`src/rtl/line_edit_buffer_macros.svh`:
```
// Assertion macros for the line editor; clocked on clk, quiet during reset.
`ifndef LINE_EDIT_BUFFER_MACROS_SVH
`define LINE_EDIT_BUFFER_MACROS_SVH
`ifndef SYNTH
`define LEB_ASSERT_IMP(lbl, ante, cons) \
	lbl: assert property (@(posedge clk) disable iff (!arst_n) (ante) |-> (cons)) \
	else $error("line_edit_buffer: assertion failed");
`define LEB_ASSERT_NEXT(lbl, ante, cons) \
	lbl: assert property (@(posedge clk) disable iff (!arst_n) (ante) |=> (cons)) \
	else $error("line_edit_buffer: assertion failed");
`else
`define LEB_ASSERT_IMP(lbl, ante, cons)
`define LEB_ASSERT_NEXT(lbl, ante, cons)
`endif
`endif

```
`src/rtl/leb_pkg.sv`:
```
`timescale 1ns / 1ps
package leb_pkg;
	localparam int MAX_LINE = 64;
	localparam int POS_W = $clog2(MAX_LINE + 1);
	localparam int OUT_W = 7;
	localparam int CHAR_W = 8;
	localparam logic [CHAR_W-1:0] SPACE_CHAR = 8'h20;

	localparam logic [3:0] KIND_CHAR = 4'd0;
	localparam logic [3:0] KIND_BACKSPACE = 4'd1;
	localparam logic [3:0] KIND_ERASE = 4'd2;
	localparam logic [3:0] KIND_ESCAPE = 4'd3;
	localparam logic [3:0] KIND_LEFT = 4'd4;
	localparam logic [3:0] KIND_RIGHT = 4'd5;
	localparam logic [3:0] KIND_HOME = 4'd6;
	localparam logic [3:0] KIND_END = 4'd7;
	localparam logic [3:0] KIND_RETURN = 4'd8;

	localparam logic [1:0] RK_STATUS = 2'd0;
	localparam logic [1:0] RK_CHAR = 2'd1;
	localparam logic [1:0] RK_EMPTY = 2'd2;

	localparam logic REG_MAX_LENGTH = 1'b0;
	localparam logic REG_CAPS_ENABLE = 1'b1;

	typedef enum logic [2:0] {
		CELL_HOLD = 3'd0,
		CELL_INSERT = 3'd1,
		CELL_DELETE = 3'd2,
		CELL_CLEAR = 3'd3,
		CELL_SHIFT = 3'd4
	} cell_op_t;

	typedef struct packed {
		cell_op_t op;
		logic [POS_W-1:0] pos;
		logic [POS_W-1:0] len;
		logic [CHAR_W-1:0] ch;
	} cell_cmd_t;
endpackage

```
`src/rtl/line_edit_buffer.sv`:
```
`timescale 1ns / 1ps
// Line editor built as a row of character cells; an edit shifts the affected cells together.
// Edit keys: status strobed on valid in the cycle after start, a new key every cycle while not busy.
// Return on a line of n characters: busy while they are emitted, characters strobed on
// valid one per cycle after the emit state register, as the row shifts toward cell 0.
// Reset (arst_n low, asynchronous): line all spaces, cursor and length 0,
// max_length 64, caps off. Results cannot be stalled by the receiver.
`include "line_edit_buffer_macros.svh"
module line_edit_buffer import leb_pkg::*; (
	input logic clk,
	input logic arst_n,
	input logic start,
	output logic busy,
	input logic [3:0] kind,
	input logic [7:0] char_code,
	input logic cfg_we,
	input logic cfg_index,
	input logic [6:0] cfg_data,
	output logic valid,
	output logic [1:0] result_kind,
	output logic applied,
	output logic [7:0] char_out,
	output logic [6:0] position,
	output logic [6:0] length_out,
	output logic last
);
	typedef enum logic [1:0] {
		ST_IDLE = 2'b01,
		ST_EMIT = 2'b10
	} state_t;

	state_t state_q;
	logic [POS_W-1:0] cursor_q, length_q, emit_idx_q, emit_len_q;
	logic [6:0] max_length_q;
	logic caps_q;
	logic valid_q, last_q, applied_q;
	logic [1:0] rk_q;
	logic [CHAR_W-1:0] char_q;
	logic [6:0] pos_q, len_q;

	logic accept;
	logic [POS_W-1:0] limit;
	logic [CHAR_W-1:0] ins_char;
	logic [POS_W-1:0] cursor_d, length_d;
	logic applied_d;
	logic emit_last;
	cell_cmd_t cmd;
	logic [CHAR_W-1:0] cell_data [MAX_LINE];

	assign accept = start && (state_q == ST_IDLE);
	assign busy = (state_q != ST_IDLE);
	assign limit = (max_length_q < 7'(MAX_LINE)) ? POS_W'(max_length_q) : POS_W'(MAX_LINE);
	assign ins_char = (caps_q && char_code > 8'h60 && char_code < 8'h7b)
		? (char_code - SPACE_CHAR) : char_code;
	assign emit_last = (emit_idx_q == emit_len_q - POS_W'(1));

	always_comb begin
		cmd.op = CELL_HOLD;
		cmd.pos = cursor_q;
		cmd.len = length_q;
		cmd.ch = ins_char;
		cursor_d = cursor_q;
		length_d = length_q;
		applied_d = 1'b0;
		if (state_q == ST_EMIT) begin
			cmd.op = CELL_SHIFT;
		end else if (accept) begin
			case (kind)
				KIND_CHAR: begin
					if (length_q < limit && char_code >= 8'd32) begin
						cmd.op = CELL_INSERT;
						cursor_d = cursor_q + POS_W'(1);
						length_d = length_q + POS_W'(1);
						applied_d = 1'b1;
					end
				end
				KIND_BACKSPACE: begin
					if (length_q != '0 && cursor_q != '0) begin
						cmd.op = CELL_DELETE;
						cmd.pos = cursor_q - POS_W'(1);
						cursor_d = cursor_q - POS_W'(1);
						length_d = length_q - POS_W'(1);
						applied_d = 1'b1;
					end
				end
				KIND_ERASE: begin
					if (cursor_q < length_q) begin
						cmd.op = CELL_DELETE;
						length_d = length_q - POS_W'(1);
						applied_d = 1'b1;
					end
				end
				KIND_ESCAPE: begin
					if (length_q != '0) begin
						cmd.op = CELL_CLEAR;
						cursor_d = '0;
						length_d = '0;
						applied_d = 1'b1;
					end
				end
				KIND_LEFT: begin
					if (cursor_q != '0) begin
						cursor_d = cursor_q - POS_W'(1);
						applied_d = 1'b1;
					end
				end
				KIND_RIGHT: begin
					if (cursor_q < length_q) begin
						cursor_d = cursor_q + POS_W'(1);
						applied_d = 1'b1;
					end
				end
				KIND_HOME: begin
					if (cursor_q != '0) begin
						cursor_d = '0;
						applied_d = 1'b1;
					end
				end
				KIND_END: begin
					if (cursor_q < length_q) begin
						cursor_d = length_q;
						applied_d = 1'b1;
					end
				end
				// line stays in the cells and is shifted out during emission
				KIND_RETURN: begin
					cursor_d = '0;
					length_d = '0;
				end
				default: applied_d = 1'b0;
			endcase
		end
	end

	genvar g;
	generate
		for (g = 0; g < MAX_LINE; g++) begin : g_cell
			logic [CHAR_W-1:0] left_in, right_in;
			if (g == 0) begin : g_first
				assign left_in = SPACE_CHAR;
			end else begin : g_mid_l
				assign left_in = cell_data[g-1];
			end
			if (g == MAX_LINE - 1) begin : g_end
				assign right_in = SPACE_CHAR;
			end else begin : g_mid_r
				assign right_in = cell_data[g+1];
			end
			leb_cell u_cell (
				.clk(clk),
				.arst_n(arst_n),
				.index(POS_W'(g)),
				.cmd(cmd),
				.left_data(left_in),
				.right_data(right_in),
				.data(cell_data[g])
			);
		end
	endgenerate

	always_ff @(posedge clk or negedge arst_n) begin
		if (!arst_n) begin
			state_q <= ST_IDLE;
			cursor_q <= '0;
			length_q <= '0;
			emit_idx_q <= '0;
			emit_len_q <= '0;
			max_length_q <= 7'(MAX_LINE);
			caps_q <= 1'b0;
			valid_q <= 1'b0;
		end else begin
			if (cfg_we) begin
				case (cfg_index)
					REG_MAX_LENGTH: max_length_q <= cfg_data;
					REG_CAPS_ENABLE: caps_q <= cfg_data[0];
					default: caps_q <= caps_q;
				endcase
			end
			cursor_q <= cursor_d;
			length_q <= length_d;
			valid_q <= 1'b0;
			case (state_q)
				ST_EMIT: begin
					valid_q <= 1'b1;
					emit_idx_q <= emit_idx_q + POS_W'(1);
					if (emit_last) begin
						state_q <= ST_IDLE;
					end
				end
				ST_IDLE: begin
					if (accept) begin
						if (kind == KIND_RETURN && length_q != '0) begin
							state_q <= ST_EMIT;
							emit_idx_q <= '0;
							emit_len_q <= length_q;
						end else begin
							valid_q <= 1'b1;
						end
					end
				end
				default: state_q <= ST_IDLE;
			endcase
		end
	end

	// result payload
	always_ff @(posedge clk) begin
		if (state_q == ST_EMIT) begin
			rk_q <= RK_CHAR;
			applied_q <= 1'b1;
			char_q <= cell_data[0];
			pos_q <= 7'(emit_idx_q);
			len_q <= 7'(emit_len_q);
			last_q <= emit_last;
		end else if (accept && kind == KIND_RETURN) begin
			rk_q <= RK_EMPTY;
			applied_q <= 1'b0;
			char_q <= '0;
			pos_q <= '0;
			len_q <= '0;
			last_q <= 1'b1;
		end else if (accept) begin
			rk_q <= RK_STATUS;
			applied_q <= applied_d;
			char_q <= '0;
			pos_q <= 7'(cursor_d);
			len_q <= 7'(length_d);
			last_q <= 1'b1;
		end
	end

	assign valid = valid_q;
	assign result_kind = rk_q;
	assign applied = applied_q;
	assign char_out = char_q;
	assign position = pos_q;
	assign length_out = len_q;
	assign last = last_q;

	`LEB_ASSERT_IMP(a_cursor_in_line, 1'b1, cursor_q <= length_q)
	`LEB_ASSERT_IMP(a_length_in_range, 1'b1, length_q <= POS_W'(MAX_LINE))
	`LEB_ASSERT_NEXT(a_return_emits, accept && kind == KIND_RETURN && length_q != '0, busy && !valid)
	`LEB_ASSERT_IMP(a_char_index, valid && result_kind == RK_CHAR, position < length_out)
endmodule

```
`src/rtl/leb_cell.sv`:
```
`timescale 1ns / 1ps
module leb_cell import leb_pkg::*; (
	input logic clk,
	input logic arst_n,
	input logic [POS_W-1:0] index,
	input cell_cmd_t cmd,
	input logic [CHAR_W-1:0] left_data,
	input logic [CHAR_W-1:0] right_data,
	output logic [CHAR_W-1:0] data
);
	logic [CHAR_W-1:0] data_q;
	logic [CHAR_W-1:0] data_d;

	always_comb begin
		data_d = data_q;
		case (cmd.op)
			CELL_INSERT: begin
				if (index == cmd.pos) begin
					data_d = cmd.ch;
				end else if (index > cmd.pos && index <= cmd.len) begin
					data_d = left_data;
				end
			end
			// cells past the end hold spaces, so the old last cell picks one up
			CELL_DELETE: begin
				if (index >= cmd.pos && index < cmd.len) begin
					data_d = right_data;
				end
			end
			CELL_CLEAR: data_d = SPACE_CHAR;
			CELL_SHIFT: data_d = right_data;
			default: data_d = data_q;
		endcase
	end

	always_ff @(posedge clk or negedge arst_n) begin
		if (!arst_n) begin
			data_q <= SPACE_CHAR;
		end else begin
			data_q <= data_d;
		end
	end

	assign data = data_q;
endmodule

```
`config.mk`:
```
export PLATFORM = sky130hd
export DESIGN_NAME = line_edit_buffer
export DESIGN_NICKNAME = d
export VERILOG_FILES = /design/src/rtl/leb_pkg.sv /design/src/rtl/line_edit_buffer.sv /design/src/rtl/leb_cell.sv
export VERILOG_INCLUDE_DIRS = /design/src /design/src/rtl
export SDC_FILE = /design/constraint.sdc
export NUM_CORES = 2
export LEC_CHECK = 0
export ABC_CLOCK_PERIOD_IN_PS = 4610
export BUFFER_PORTS_ARGS = -buffer_cell sky130_fd_sc_hd__buf_2
export CAP_MARGIN = 20
export CORE_UTILIZATION = 45
export CTS_BUF_LIST = sky130_fd_sc_hd__clkbuf_4 sky130_fd_sc_hd__clkbuf_8
export CTS_CLUSTER_DIAMETER = 60
export DETAILED_ROUTE_END_ITERATION = 8
export PLACE_DENSITY = 0.62
export SLEW_MARGIN = 20
export SYNTH_ARGS = -nofsm -noshare
export SYNTH_HDL_FRONTEND = slang
export SYNTH_SLANG_ARGS = --single-unit
```
`constraint.sdc`:
```
create_clock -name clk -period 4.61 [get_ports clk]
set_input_delay 0 -clock clk [delete_from_list [all_inputs] [get_ports clk]]
set_output_delay 0 -clock clk [all_outputs]
set_load 0.02 [all_outputs]
```
==> Yosys cells after proc, flatten, opt, wreduce, memory -nomap -nowiden <==
Cells that the tools add are included.
{ "totals": {"register_bits": 577, "inputBits": 24, "output_inout_bits": 28, "elab_cells": 1090} }
{ "op_classes": {"n_addsub": 7, "n_lt_le_gt_ge": 262, "eq_ne": 210, "mux": 316, "bitwise_logic": 1, "reduce_logical": 216} }
{ "op_table": {"columns": ["operator", "n"], "rows": [
  ["case mux 8 bit (4 select lines)", 63],
  ["2-to-1 mux 8 bit", 196],
  ["== test 6 x 7 -> 1 bit, first input constant", 32],
  ["greater-or-equal comparator 6 x 7 -> 1 bit, first input constant", 32],
  ["> comparator 6 x 7 -> 1 bit, first input constant", 32],
  ["<= comparator 6 x 7 -> 1 bit, first input constant", 32],
  ["< comparator 6 x 7 -> 1 bit, first input constant", 32],
  ["AND reduction 3 bit", 67],
  ["inequality test 3 x 1 -> 1 bit, second input constant", 64],
  ["2-to-1 mux 7 bit", 26],
  ["logical AND 1 bit", 135],
  ["inequality test 2 x 1 -> 1 bit, second input constant", 66],
  ["== test 5 x 7 -> 1 bit, first input constant", 16],
  ["greater-or-equal comparator 5 x 7 -> 1 bit, first input constant", 16],
  ["> comparator 5 x 7 -> 1 bit, first input constant", 16],
  ["<= comparator 5 x 7 -> 1 bit, first input constant", 16],
  ["< comparator 5 x 7 -> 1 bit, first input constant", 16],
  ["== test 4 x 7 -> 1 bit, first input constant", 8],
  ["greater-or-equal comparator 4 x 7 -> 1 bit, first input constant", 8],
  ["> comparator 4 x 7 -> 1 bit, first input constant", 8],
  ["<= comparator 4 x 7 -> 1 bit, first input constant", 8],
  ["< comparator 4 x 7 -> 1 bit, first input constant", 8],
  ["case mux 7 bit (8 select lines)", 1],
  ["case mux 7 bit (5 select lines)", 1],
  ["other kinds (55)", 113]
]} }

==> Depth between registers and ports, before layout <==
{ "logic_depth": {"ltp_word": 13, "ltp_mapped": 18, "mapped_depth_nobuf": 12} }

==> Cells and area by module <==
A second synthesis with hierarchy kept.
{ "unflattened": {"hier_cells": 6877, "area_unflattened_um2": 60342.9} }
{ "modules_own_cells": {"columns": ["module", "n_inst", "cells_per_inst", "area_each_um2", "seq_area_each_um2"], "rows": [
  ["leb_cell at g_cell[0].u_cell ...", 59, 99, 867.1, 201.4],
  ["line_edit_buffer", 1, 550, 4765.8, 1729.2],
  ["leb_cell at g_cell[6].u_cell ...", 4, 97, 883.3, 201.4],
  ["leb_cell at g_cell[36].u_cell", 1, 98, 885.8, 201.4]
]} }

==> Worst setup path before layout <==
No wires, ideal clock.
{ "synth_path": {"kind": "reg2reg", "startpoint": "reg length_q[1]", "endpoint": "reg g_cell[37].u_cell.data_q[0]", "setup_time_ns": 0.125, "arrival_ns": 3.983, "t_required_ns": 4.485, "slack_ns": 0.502, "stages_incl_launch_ff": 17, "path_buffers": 5, "synth_period_minus_slack_ns": 4.108, "cell_sequence": "dfrtp_1 -> clkbuf_1 -> inv_1 -> ha_1 -> buf_1 -> nand2b_1 -> o211ai_2 -> buf_6 -> o31a_1 -> or2_4 -> buf_6 -> buf_6 -> nand2_2 -> nand2_2 -> or4_4 -> a221oi_4 -> mux2_4"} }
{ "synth_via": {"elab_chain_cells": 10, "word_cells_on_any_way": 31, "classes_between": "order compare (6); eq/ne (7); mux (11); reduce/logical (7)"} }
{ "synth_rtl": {"columns": ["item", "line", "rtl"], "rows": [
  ["start: declaration", "line_edit_buffer.sv:33", "logic [POS_W-1:0] cursor_q, length_q, emit_idx_q, emit_len_q;"],
  ["start signal: assignment", "line_edit_buffer.sv:180", "length_q <= length_d;"],
  ["parallel branches: the longest is 10 deep, another holds < comparator 7 bit", null, null],
  ["end signal: assignment", "leb_cell.sv:40", "data_q <= data_d;"],
  ["end: declaration", "leb_cell.sv:11", "logic [CHAR_W-1:0] data_q;"]
]} }
Several ways; the timed one is not identified.
A chain may end at the register's enable or synchronous reset.

==> Final worst setup path <==
{ "layout_path": {"startpoint": "reg length_q[5]", "endpoint": "reg g_cell[33].u_cell.data_q[3]"} }
{ "layout_via": {"elab_chain_cells": 10, "word_cells_on_any_way": 31, "classes_between": "order compare (6); eq/ne (7); mux (11); reduce/logical (7)"} }
{ "layout_rtl": {"columns": ["item", "line"], "rows": [
  ["parallel branches: the longest is 10 deep, another holds < comparator 7 bit", null],
  ["end signal: assignment", "leb_cell.sv:40"],
  ["end: declaration", "leb_cell.sv:11"]
]} }
Several ways; the timed one is not identified.

==> impl_results.md <==
- Final hold slack: 0.182 ns
- Sequential-to-total area share from yosys stat: 39.0%
- Tightest Pin Transition: 1.14 ns
- R2r endpoint: g_cell[33].u_cell.data[3]
- Crit share post-route: 98.3%
- Bufs on Longest Clock Path: 3
- Max_slew headroom: 23.6%
- Die Y: 291 um
- Core Region: 82200 um2
- CP arrival: 5.14 ns
- Cell area after layout: 42600 um2
- Placed cell areas: 39900 um2
- Critical path class: flip-flop to flip-flop
- Die W: 291 um
- Skew final: 0.0512 ns
- Post-synth design cell area: 37500 um2
- Asr flop ratio synth: 95.5%
- EDFF count, synth: 23
- Pleak: 0.0188 uW
- Post-route setup slack: 0.0766 ns
- IO Pins: 52
- CTS tree: built
- Failing checks: DRC
- Most frequent cells in the layout: 652 x nand2_1, 485 x dfrtp_1, 484 x mux2_2, 465 x o21ai_0, 359 x mux2i_1
- HP Class: input port to flip-flop
- Max-cap violations: 0
- Flops & latches, synth: 577
- Detailed Route Iter0 Violations: 3249
- Drt first pass iters: 9
- Placed insts: 5125
- Root buffer cell: clkbuf_8
- DRT Wirelength: 136000 um
- Crit-path max FO: 15
- Synth-to-layout area growth: 13.7%
- Power density over cell area: 450 nW/um2
- Hold path depth: 4
- Reg2Reg Setup Slack: 0.08 ns
- Final ANT Viol Nets: 0
- Clk_lat worst skew: 0.77 ns
- Worst reg2reg path depth: 10
- Routed length per instance: 25.4 um
- WHS Endpoint: g_cell[0].u_cell.data[4]
- Post-synthesis cell type count: 107
- Final routed DRC violation total: 2
- Starting Density: 45.6%
- First-pass GRT wire length: 210000 um
- Fill cells: 7727
- HP Start: char_code[4]
- Critical Path RT: 5.22 ns
- Area of the multi-input gates: 21600 um2
- Via count: 33647
- Clock-pin slew on the worst setup and hold paths: 0.06 ns
- Routability congestion estimate from global placement: 1.07
- Unrepaired setup endpoints after global routing: true
- Cts bufs inserted: 103
- Fin. Hold Viols: 0
- Synthesized net count: 4127
- Max VDD drop: 0.346 mV
- Clk sink count: 577
- Initial antenna violation count: 1
- Crit path launch type: flip-flop
- Die area: 84400 um2
- Run status: finished, violations left
- Count of input and output buffers: 51
- Pre-CTS WS: 0.173 ns
- Commonest non-fill, non-tap cell in the layout: nand2_1
- Num rows: 105
- Yosys Warn Count: 0
- Largest net degree at the start of global routing: 130
- Vias per cell: 6.28
- Mapped Cells: 4076
- Max-slew violation count: 0
- Vias in the first global route: 33605
- RR Startpoint: length_q[5]
- Grt ovf: 0
- Final #Nets: 4243
- Synth Area per Inst: 9.19 um2
- GRT Total Usage: 31.8%
- DP HPWL: 94300 um
- CP endpoint kind: flip-flop
- Layout cells sized above 1: 27.0%
- Final min period: 4.53 ns
- H-tree levels: 3
- Register area: 14600 um2
- Primary FF master, synth: dfrtp_1
- Fmax achieved: 0.221 GHz
- Final setup violation count: 0
- Final non-filler cell total: 5354
## worst max path at each step
stage,from,end,cells past startpoint
2_1_floorplan,length_q[1],g_cell[37].u_cell.data[0],16
3_3_place_gp,length_q[5],g_cell[33].u_cell.data[4],10
3_5_place_dp,state_q[0],g_cell[34].u_cell.data[4],14
4_1_cts,state_q[0],g_cell[34].u_cell.data[4],14
5_1_grt,cursor_q[3],g_cell[24].u_cell.data[0],12
6_report,length_q[5],g_cell[33].u_cell.data[3],10
## critical path, stage by stage (launching register included)
cell	delay [ns]
dfrtp_1	0.55
or4_4	0.55
o211ai_2	0.34
buf_4	0.29
nor2_4	0.09
a22o_2	0.40
nor2_1	0.49
o211ai_1	0.16
a2111oi_0	0.89
a221oi_2	0.26
mux2_2	0.36
## cells in the mapped netlist (14+ instances only)
library cell  instances  area share [%]
dfrtp_1             485              32
nand4_1              14            0.23
and2_1               19            0.32
inv_1                26            0.26
dfstp_2              66             4.6
nor4_1               16            0.27
o22ai_1              71             1.2
a31oi_1              47            0.78
o211ai_1             54             1.1
edfxtp_1             23             1.8
ha_1                 27            0.90
a21oi_1             234             3.1
nor3_1               49            0.65
buf_1                20            0.20
o31ai_1              23            0.46
o21ai_0             466             6.2
a22oi_1              22            0.44
buf_2                43            0.57
clkbuf_1            239             2.4
nor2_1              238             2.4
mux2i_1             359             9.6
nand3_1              96             1.3
nand2_1             652             6.5
mux2_2              484              15
## report_power, final
part / total [uW] / switching, uW / internal (uW)
Combinational: 7730 / 5290 / 2440
Clock: 5360 / 2300 / 3060
Sequential: 6100 / 419 / 5680
Total: 19200 / 8010 / 11200
## sequential cells by signal, summed over array words and instances (netlist names), 2 cells and up
signal              count
char_out                8
cursor_q                7
emit_idx_q              7
emit_len_q              7
g_cell.u_cell.data    512
length_out              7
length_q                7
max_length_q            7
position                7
result_kind             2
state_q                 2
## cell type report
| type | instances | area share [%] |
|---|---|---|
| antenna | 1 | 0.00587 |
| timing repair buffer | 323 | 6.05 |
| sequential | 577 | 34.3 |
| clock inverter | 14 | 0.355 |
| tap | 1070 | 3.14 |
| multi-input combinational | 3158 | 50.7 |
| inverter | 29 | 0.255 |
| clock buffer | 182 | 5.17 |
## metal layers
layer	GRT usage, %	wire length, um	share of wire (%)
met5	0	0	0
met4	16.9	7720	5.7
met3	5.19	8840	6.5
met2	49.1	60400	44
met1	42.8	58900	43
## stage by stage
step	util (%)	total power, uW	setup TNS, ns
5_1_grt	51.8	20000	-0.0584
4_1_cts	51.8	19000	0
3_3_place_gp	48.5	13600	0
3_5_place_dp	48.5	13600	0
6_report	51.8	19200	0
2_1_floorplan	-	10500	0
## kinds of logic (layout without fill, tap and decap cells)
group / after synthesis / in the layout / share of synthesized area (%)
AND/OR/NAND/NOR: 1179 / 1179 / 14.0
AO/OA/AOI/OAI: 1077 / 1077 / 17.3
multiplexers: 853 / 853 / 24.5
flip-flops: 577 / 577 / 39.0
buffers and inverters: 341 / 548 / 3.72
adder cells (fa/ha/maj): 27 / 27 / 0.901
XOR/XNOR: 22 / 22 / 0.514
other: 0 / 1 / 0
## repair_timing
action | 4_1_cts | 5_1_grt
buffers inserted | 0 | 0
endpoints found under the hold margin | 363 | 0
hold buffers | 32 | 0
gates resized for setup | 0 | 4
setup endpoints to repair | 0 | 38
Power figures use the tool's default switching activity.
